File: src/aafe_pkg.sv
// Package for the angle ASCII frame encoder: payload structs, microcode word
// layout and the microcode program table. No dependencies.
package aafe_pkg;

    localparam int unsigned GroupW   = 12;
    localparam int unsigned NumDigit = 5;
    localparam int unsigned StepW    = 3;
    localparam int unsigned DigIdxW  = $clog2(NumDigit);
    localparam int unsigned AddrW    = 3;

    localparam logic [7:0] ChZero  = 8'h30;
    localparam logic [7:0] ChMinus = 8'h2D;
    localparam logic [7:0] ChPlus  = 8'h2B;
    localparam logic [7:0] ChCr    = 8'h0D;
    localparam logic [7:0] ChLf    = 8'h0A;

    // Reciprocal of ten: x / 10 == (x * DivMul) >> DivShift for any 16-bit x
    localparam logic [15:0] DivMul   = 16'd52429;
    localparam int unsigned DivShift = 19;

    localparam logic [GroupW-1:0] GroupIdReset = 12'h101;

    // Register index, taken from paddr[2]
    localparam logic RegGroupId = 1'b0;

    typedef struct packed {
        logic        [7:0]  id_char;
        logic signed [15:0] angle_value;
    } t_in_item;

    typedef struct packed {
        logic [7:0] frame_byte;
        logic       last_byte;
    } t_out_item;

    typedef enum logic [2:0] {
        SRC_G2,
        SRC_G1,
        SRC_G0,
        SRC_ID,
        SRC_SIGN,
        SRC_DIG,
        SRC_CR,
        SRC_LF
    } t_src;

    typedef struct packed {
        t_src src;   // byte source for this step
        logic conv;  // run one divide-by-ten step on the magnitude
        logic loop;  // repeat this step while digits remain
        logic fin;   // last step of the frame
    } t_uop;

    function automatic t_uop ucode(input logic [StepW-1:0] step);
        t_uop u;
        u = '{src: SRC_G2, conv: 1'b0, loop: 1'b0, fin: 1'b0};
        unique case (step)
            3'd0: u = '{src: SRC_G2,   conv: 1'b1, loop: 1'b0, fin: 1'b0};
            3'd1: u = '{src: SRC_G1,   conv: 1'b1, loop: 1'b0, fin: 1'b0};
            3'd2: u = '{src: SRC_G0,   conv: 1'b1, loop: 1'b0, fin: 1'b0};
            3'd3: u = '{src: SRC_ID,   conv: 1'b1, loop: 1'b0, fin: 1'b0};
            3'd4: u = '{src: SRC_SIGN, conv: 1'b1, loop: 1'b0, fin: 1'b0};
            3'd5: u = '{src: SRC_DIG,  conv: 1'b0, loop: 1'b1, fin: 1'b0};
            3'd6: u = '{src: SRC_CR,   conv: 1'b0, loop: 1'b0, fin: 1'b0};
            3'd7: u = '{src: SRC_LF,   conv: 1'b0, loop: 1'b0, fin: 1'b1};
        endcase
        return u;
    endfunction

endpackage

File: src/angle_ascii_frame_encoder.sv
// Angle ASCII frame encoder top level: microcode sequencer, digit datapath
// and APB register. Depends on aafe_pkg.
//
// An item is taken when start is high and busy is low; busy then stays high
// until the frame is finished. The frame is 7 + N bytes, N being the number
// of decimal digits of the magnitude (1 to 5), one byte per cycle, each shown
// for exactly one cycle with o_strobe, both registered from its microcode
// step; the receiver must take every byte as it comes. The program runs one
// step per cycle, and a new item is taken only after busy has dropped at
// the end of the previous frame. The five divide-by-ten steps that split the
// magnitude into digits run in parallel with the five header bytes, so they
// need no steps of their own. The group id register is read while the first
// three bytes are built; write it only while busy is low.
module angle_ascii_frame_encoder (
    input  logic                          i_clk,
    input  logic                          i_rst_n,
    input  logic                          start,
    output logic                          busy,
    input  aafe_pkg::t_in_item            i_in,
    output logic                          o_strobe,
    output aafe_pkg::t_out_item           o_result,
    input  logic                          psel,
    input  logic                          penable,
    input  logic                          pwrite,
    input  logic [aafe_pkg::AddrW-1:0]    paddr,
    input  logic [31:0]                   pwdata,
    output logic [31:0]                   prdata,
    output logic                          pready
);

    logic                               r_busy;
    logic [aafe_pkg::StepW-1:0]         r_step;
    logic [aafe_pkg::DigIdxW-1:0]       r_top;
    logic [15:0]                        r_mag;
    logic [7:0]                         r_id;
    logic                               r_neg;
    logic [3:0]                         r_digit [aafe_pkg::NumDigit];
    logic [aafe_pkg::GroupW-1:0]        r_grp_num;
    logic                               r_strobe;
    aafe_pkg::t_out_item                r_result;

    aafe_pkg::t_uop                     uop;
    aafe_pkg::t_out_item                n_result;
    logic                               accept;
    logic [15:0]                        in_mag;
    logic [31:0]                        prod;
    logic [12:0]                        quot;
    logic [15:0]                        quot_x10;
    logic [15:0]                        rem_full;
    logic [3:0]                         rem;

    assign accept = start && !r_busy;
    assign uop    = aafe_pkg::ucode(r_step);

    // Two's complement magnitude; -32768 maps to 16'h8000
    assign in_mag = i_in.angle_value[15] ? (~i_in.angle_value + 16'd1)
                                         : i_in.angle_value;

    // Divide by ten through the reciprocal
    assign prod     = r_mag * aafe_pkg::DivMul;
    assign quot     = prod[31:aafe_pkg::DivShift];
    assign quot_x10 = {quot, 3'b000} + {2'b00, quot, 1'b0};
    assign rem_full = r_mag - quot_x10;
    assign rem      = rem_full[3:0];

    always_comb begin
        n_result.last_byte = uop.fin;
        unique case (uop.src)
            aafe_pkg::SRC_G2:   n_result.frame_byte = aafe_pkg::ChZero + {4'b0, r_grp_num[11:8]};
            aafe_pkg::SRC_G1:   n_result.frame_byte = aafe_pkg::ChZero + {4'b0, r_grp_num[7:4]};
            aafe_pkg::SRC_G0:   n_result.frame_byte = aafe_pkg::ChZero + {4'b0, r_grp_num[3:0]};
            aafe_pkg::SRC_ID:   n_result.frame_byte = r_id;
            aafe_pkg::SRC_SIGN: n_result.frame_byte = r_neg ? aafe_pkg::ChMinus
                                                            : aafe_pkg::ChPlus;
            aafe_pkg::SRC_DIG:  n_result.frame_byte = aafe_pkg::ChZero + {4'b0, r_digit[r_top]};
            aafe_pkg::SRC_CR:   n_result.frame_byte = aafe_pkg::ChCr;
            aafe_pkg::SRC_LF:   n_result.frame_byte = aafe_pkg::ChLf;
            default:            n_result.frame_byte = aafe_pkg::ChZero;
        endcase
    end

    // Sequencer and datapath
    always_ff @(posedge i_clk) begin
        if (!i_rst_n) begin
            r_busy   <= 1'b0;
            r_step   <= '0;
            r_top    <= '0;
            r_strobe <= 1'b0;
        end else begin
            r_strobe <= r_busy;
            if (accept) begin
                r_busy <= 1'b1;
                r_step <= '0;
                r_top  <= '0;
                r_mag  <= in_mag;
                r_id   <= i_in.id_char;
                r_neg  <= i_in.angle_value[15];
            end else if (r_busy) begin
                r_result <= n_result;
                if (uop.conv) begin
                    r_digit[r_step[aafe_pkg::DigIdxW-1:0]] <= rem;
                    r_mag <= {3'b000, quot};
                    // Track the highest digit that belongs to the number
                    if (r_mag != 16'd0) begin
                        r_top <= r_step[aafe_pkg::DigIdxW-1:0];
                    end
                end
                // Hold on the digit step until the lowest digit is out
                if (uop.loop && r_top != '0) begin
                    r_top <= r_top - 1'b1;
                end else begin
                    r_step <= r_step + 1'b1;
                end
                if (uop.fin) begin
                    r_busy <= 1'b0;
                end
            end
        end
    end

    // Configuration register
    always_ff @(posedge i_clk) begin
        if (!i_rst_n) begin
            r_grp_num <= aafe_pkg::GroupIdReset;
        end else if (psel && penable && pwrite && paddr[2] == aafe_pkg::RegGroupId) begin
            r_grp_num <= pwdata[aafe_pkg::GroupW-1:0];
        end
    end

    assign prdata   = (paddr[2] == aafe_pkg::RegGroupId)
                      ? {{(32 - aafe_pkg::GroupW){1'b0}}, r_grp_num} : 32'd0;
    assign pready   = 1'b1;
    assign busy     = r_busy;
    assign o_strobe = r_strobe;
    assign o_result = r_result;

    a_strobe_follows_busy: assert property (@(posedge i_clk) disable iff (!i_rst_n)
        o_strobe |-> $past(r_busy))
        else $error("byte strobed without an active frame");

    a_last_ends_frame: assert property (@(posedge i_clk) disable iff (!i_rst_n)
        (o_strobe && o_result.last_byte) |-> !r_busy)
        else $error("sequencer still busy after the closing byte");

    a_accept_restarts: assert property (@(posedge i_clk) disable iff (!i_rst_n)
        accept |=> (r_busy && r_step == '0 && r_top == '0))
        else $error("program did not restart on an accepted item");

    a_top_in_range: assert property (@(posedge i_clk) disable iff (!i_rst_n)
        r_busy |-> (r_top < aafe_pkg::DigIdxW'(aafe_pkg::NumDigit)))
        else $error("digit index out of range");

endmodule

File: config.mk
export PLATFORM = sky130hd
export DESIGN_NAME = angle_ascii_frame_encoder
export DESIGN_NICKNAME = d
export VERILOG_FILES = /design/src/aafe_pkg.sv /design/src/angle_ascii_frame_encoder.sv
export SDC_FILE = /design/constraint.sdc
export NUM_CORES = 1
export LEC_CHECK = 0
export ABC_AREA = 0
export BUFFER_PORTS_ARGS = -buffer_cell sky130_fd_sc_hd__buf_4
export CORE_MARGIN = 2
export CORE_UTILIZATION = 42
export DETAILED_ROUTE_END_ITERATION = 8
export PLACE_DENSITY_LB_ADDON = 0.08
export SYNTH_ARGS = -nofsm -noshare
export SYNTH_HDL_FRONTEND = slang
export SYNTH_SLANG_ARGS = --single-unit
File: constraint.sdc
create_clock -name i_clk -period 6.7 [get_ports i_clk]
set_input_delay 1.34 -clock i_clk [delete_from_list [all_inputs] [get_ports i_clk]]
set_output_delay 1.34 -clock i_clk [all_outputs]
set_load 0.005 [all_outputs]
* Word-level counts from Yosys, hierarchy flattened
Memories as Yosys holds them, arrays and structs flattened. A register that Yosys moved wholly into a read port is not among the register bits. Cells that the tools add are included.
Storage, ports and cells: register bits 54, bits in writable memories 20, memory bits (read-only) 48, bits of input ports 65, output and inout bits 44, logic and storage cells 75, memories kept 2
Cells by class: add/subtract/negate cells 9, multiply operators 1, equal/unequal tests 7, muxes and demuxes 22, bitwise gates (word level) 5, reduce and logical (&&, ||, !) cells 19
Memory list:
- (no name shown) | words 8, width 6, read ports 1, clocked after memory_dff 1, write ports 0, RTL line aafe_pkg.sv:57 | unique case (step)
- r_digit | words 5, width 4, read ports 1, clocked after memory_dff 1, write ports 1, RTL line angle_ascii_frame_encoder.sv:37 | logic [3:0] r_digit [aafe_pkg::NumDigit];
Operator list (number):
- 16-bit two-way mux | 4
- 8-bit case mux with 8 select lines | 1
- 16-bit by 16-bit multiplier with 32-bit output (second input constant) | 1
- 6-bit by 4-bit adder with 7-bit output (first input constant) | 4
- 3-bit two-way mux | 8
- 16-bit by 1-bit adder with 16-bit output (second input constant) | 1
- 16-bit NOT | 1
- 16-bit nonzero test | 1
- 3-bit == test (second input constant) | 4
- 12-bit two-way mux | 1
- 3-bit AND reduction | 3
- 1-bit two-way mux | 8
- 2-bit nonzero test | 4
- 3-bit by 2-bit == test with 1-bit output (second input constant) | 2
- 1-bit logical AND | 5
- 4-bit adder | 1
- 1-bit NOT | 4
- 2-bit AND reduction | 2
- 4-bit subtractor | 1
- 3-bit by 1-bit adder with 3-bit output (second input constant) | 1
- 3-bit by 1-bit == test with 1-bit output (second input constant) | 1
- 3-bit logical NOT | 1
- 3-bit nonzero test | 1
- 3-bit by 1-bit subtractor with 3-bit output (second input constant) | 1
- 2 further kinds | 2

* Longest topological paths before layout
word-level depth 6, mapped depth 25, depth with buffers taken out 25

* Worst setup path before layout
OpenSTA, ideal clock, no wires.
path type register -> register, from reg r_mag[6], to mem r_digit[0][3], data pin, library setup time 0.280 ns, arrival 5.520 ns, data required time 6.420 ns, slack 0.900 ns, cell stages (with the launch flop) 24, buffers on the path 0, clock period less this slack 5.800 ns, cells stage by stage edfxtp_1 -> inv_1 -> ha_1 -> inv_1 -> fa_1 -> inv_1 -> fa_1 -> fa_1 -> fa_1 -> inv_1 -> fa_1 -> inv_1 -> ha_1 -> a21o_1 -> a21oi_1 -> nor2_1 -> nor2_1 -> a21boi_0 -> xnor2_1 -> ha_1 -> nand2_1 -> nand2_1 -> xnor2_1 -> xnor2_1
Between the ends: word-level cells in the longest chain between the ends 3
RTL lines:
- from (decl) | RTL line angle_ascii_frame_encoder.sv:34 | logic [15:0] r_mag;
- from (signal assigned) | RTL line angle_ascii_frame_encoder.sv:95 | r_mag <= in_mag;
- from (signal assigned) | RTL line angle_ascii_frame_encoder.sv:102 | r_mag <= {3'b000, quot};
- 16-bit by 16-bit multiplier with 32-bit output | RTL line angle_ascii_frame_encoder.sv:60 | assign prod = r_mag * aafe_pkg::DivMul;
- 4-bit adder | RTL line angle_ascii_frame_encoder.sv:62 | assign quot_x10 = {quot, 3'b000} + {2'b00, quot, 1'b0};
- 4-bit subtractor | RTL line angle_ascii_frame_encoder.sv:63 | assign rem_full = r_mag - quot_x10;
- via rem_full[3] | RTL line angle_ascii_frame_encoder.sv:49 | logic [15:0] rem_full;
- to (decl) | RTL line angle_ascii_frame_encoder.sv:37
The timed path passes the listed nets, and every way through them passes these cells.

* Worst setup path after layout
from reg r_mag[7], to reg r_mag[11], data pin
Between the ends: word-level cells in the longest chain between the ends 4
RTL lines:
- 16-bit by 16-bit multiplier with 32-bit output | RTL line angle_ascii_frame_encoder.sv:60
- 16-bit two-way mux | RTL line angle_ascii_frame_encoder.sv:100 | if (uop.conv) begin
- 16-bit two-way mux | RTL line angle_ascii_frame_encoder.sv:98 | end else if (r_busy) begin
- 16-bit two-way mux | RTL line angle_ascii_frame_encoder.sv:91 | if (accept) begin
No other way between the ends. The select of a mux whose other input is x is not followed. A chain may end at the register's enable or synchronous reset.

==> impl_metrics.py <==
metrics = {
    "clock_tree": {
        "path_clk_slew_ns": 0.06,
        "clock_sinks": 83,
        "postCtsSetupBuffers": 0,
        "cts_made_buffers": 9,
        "root_buffer": "clkbuf_16",
        "cts_buffer_depth": 2,
        "clk_latency_ns": 0.34,
        "tritoncts": "yes",
        "h-tree-depth": 3,
    },
    "cells_and_area": {
        "drive_gt1_frac": 0.1097,
        "fill_cells": 1962,
        "areaGrowthSynthToFinish_pct": 12.19,
        "n_antenna_cell": 0,
        "layout.nets": 1207,
        "seqCellArea_mm2": 0.002202,
        "multi_input_area_mm2": 0.005535,
    },
    "worst_setup_path": {
        "crit_type": "reg2reg",
        "reg2reg_depth": 21,
        "critPathMaxFanout": 5,
        "required_ns": 6.87,
        "cp.arrival_ns": 6.43,
        "start_kind": "flop",
        "end_kind": "flop",
    },
    "routing": {
        "via_per_inst": 4.904,
        "drtAntennaViolNets": 0,
        "num_vias": 5841,
        "drt_iter0_markers": 307,
        "wl_per_cell_um": 16.57,
        "route.detailed.drc": 0,
        "drt_wl_total_mm": 19.73,
        "dr.pass1.iters": 4,
    },
    "logic_synthesis": {
        "yosysWarnings": 0,
        "synth_ff_type": "edfxtp_1",
        "yosysUniqueCellTypes": 60,
        "synthAdderAreaFrac": 0.4024,
        "synth.top_cells.by_count": "inv_1, ha_1, fa_1",
        "synth_top_area_share": 0.2144,
        "synth_top_family_by_area": "adder cells",
        "synth-compound-area-share": 0.07813,
        "avgSynthCellArea_um2": 10.02,
        "synth.area.mux_share": 0.02365,
        "seq_area_frac_synth": 0.2585,
        "syn_inst": 850,
        "ys_async_sr_fraction": 0,
        "synth-seq-cells": 83,
        "synth_top_cell_by_area": "ha_1",
        "synth_edf_count": 54,
        "yosysMostFrequentCell": "inv_1",
        "synth_area_mm2": 0.008519,
        "yosys-top-cells-area": "ha_1, edfxtp_1, fa_1",
        "synthXorXnorAreaFrac": 0.03393,
        "synthSimpleGateAreaFrac": 0.1006,
    },
    "timing": {
        "clock_skew_ns": 0.007320,
        "rsz0062_at_grt": "false",
        "hold_viol": 0,
        "slew-limit-headroom": 0.2479,
        "setup_viol": 0,
        "fin_crit_ns": 6.257,
        "worst_pin_slew_ns": 1.112,
        "slew_viol_final": 0,
        "fin_setup_tns_ns": 0,
        "fmax_mhz": 159.8,
        "period_share": 0.9339,
    },
    "run_status": {
        "status": "completed",
    },
    "floorplan": {
        "dieArea_mm2": 0.02144,
        "die_height_um": 146.4,
        "start_util": 0.4251,
        "coreArea_mm2": 0.02004,
        "die_x_um": 146.4,
        "num_io_pins": 109,
        "rows": 52,
    },
    "placement": {
        "port-buffer-count": 65,
        "hpwl_mm": 16.81,
        "gp_congestion": 0.9208,
    },
    "global_route": {
        "grt_max_degree": 18,
        "grt_usage": 0.1969,
        "grt_pass1_wl_mm": 33.00,
        "grt_pass1_vias": 6257,
        "antenna_found_initial": 0,
        "gr-total-overflow": 0,
    },
    "min_path": {
        "hold_path.class": "reg2reg",
        "holdPathStages": 0,
    },
    "job": {
        "maxCapViolCount": 0,
    },
}
[per-stage QoR]
step / cells / cell area, um^2 / setup WS [ns] / utilization / hold WS (ns)
floorplan: 869 / 8591 / 0.8998 / - / 0.4030
global placement: 1175 / 9258 / 0.4305 / 0.4620 / 0.4196
detailed placement: 1175 / 9258 / 0.3737 / 0.4620 / 0.4269
CTS: 1191 / 9543 / 0.3474 / 0.4762 / 0.4438
global route: 1191 / 9558 / 0.004099 / 0.4770 / 0.4637
finish: 1191 / 9558 / 0.4428 / 0.4770 / 0.4419
[worst max-delay path, stage by stage (launching register included)]
cell and delay, ns:
edfxtp_1 0.38, inv_1 0.06, ha_1 0.40, inv_1 0.09, fa_1 0.53, inv_1 0.06, fa_1 0.50, fa_1 0.52
fa_1 0.55, inv_1 0.06, fa_1 0.56, inv_1 0.05, ha_1 0.35, a21o_1 0.21, a31o_2 0.23, a31oi_1 0.20
a211o_1 0.16, a31oi_1 0.17, a41o_1 0.36, o21a_1 0.21, o21a_1 0.19, o31ai_1 0.23
[cell usage in the layout, fill, tap and decap left out, types with 10 or more instances in the layout]
cell type	n
nand2_1	64
o21ai_0	20
conb_1	21
nor2b_1	14
nor2_1	45
a21oi_1	16
dfxtp_1	29
nand3_1	12
buf_4	73
a21o_1	10
xnor2_1	19
nor3_1	17
edfxtp_1	54
a21boi_0	11
fa_1	80
inv_1	173
ha_1	146
mux2i_1	10
xor2_1	12
[flip-flops by register name (all words and copies together), names as in the netlist, named ones only]
signal,count
r_top,3
busy,1
r_mag,16
r_neg,1
r_digit,20
o_result,9
r_id,8
uop,6
o_strobe,1
r_grp_num,12
r_step,3
[metal layers]
metal / wire length (um) / GRT usage
met1: 9468 / 0.2811
met3: 798 / 0.03094
met2: 9218 / 0.3226
met5: 0 / 0
met4: 243 / 0.03447
[final timing paths]
kind / startpoint / end / slack [ns]
hold reg to reg: uop[0] / o_result[0] / 0.44
setup / recovery: r_mag[7] / r_mag[11] / 0.44
hold / removal: uop[0] / o_result[0] / 0.44
setup reg to reg: r_mag[7] / r_mag[11] / 0.44
[final cells by class]
type                            count  area share
Sequential cell                    83      0.2304
Multi-Input combinational cell    576      0.5791
Clock inverter                      6    0.005891
Inverter                          173     0.06794
Timing Repair Buffer               73     0.05734
Tap cell                          270     0.03534
Clock buffer                       10     0.02396
[kinds of logic (layout without fill, tap and decap cells)]
group | Yosys count | in the layout
AO/OA/AOI/OAI | 98 | 98
XOR/XNOR | 33 | 33
adder cells (fa/ha/maj) | 226 | 226
buffers and inverters | 210 | 262
flip-flops | 83 | 83
multiplexers | 15 | 15
other | 2 | 21
AND/OR/NAND/NOR | 183 | 183
[timing repair]
| action | in CTS | in global routing |
|---|---|---|
| hold buffers | 0 | 0 |
| endpoints found under the setup margin | 0 | 5 |
| gates resized for setup | 0 | 2 |
Power is not shown: default switching activity piles up to over one toggle a cycle in this logic, so the estimate is an artifact.
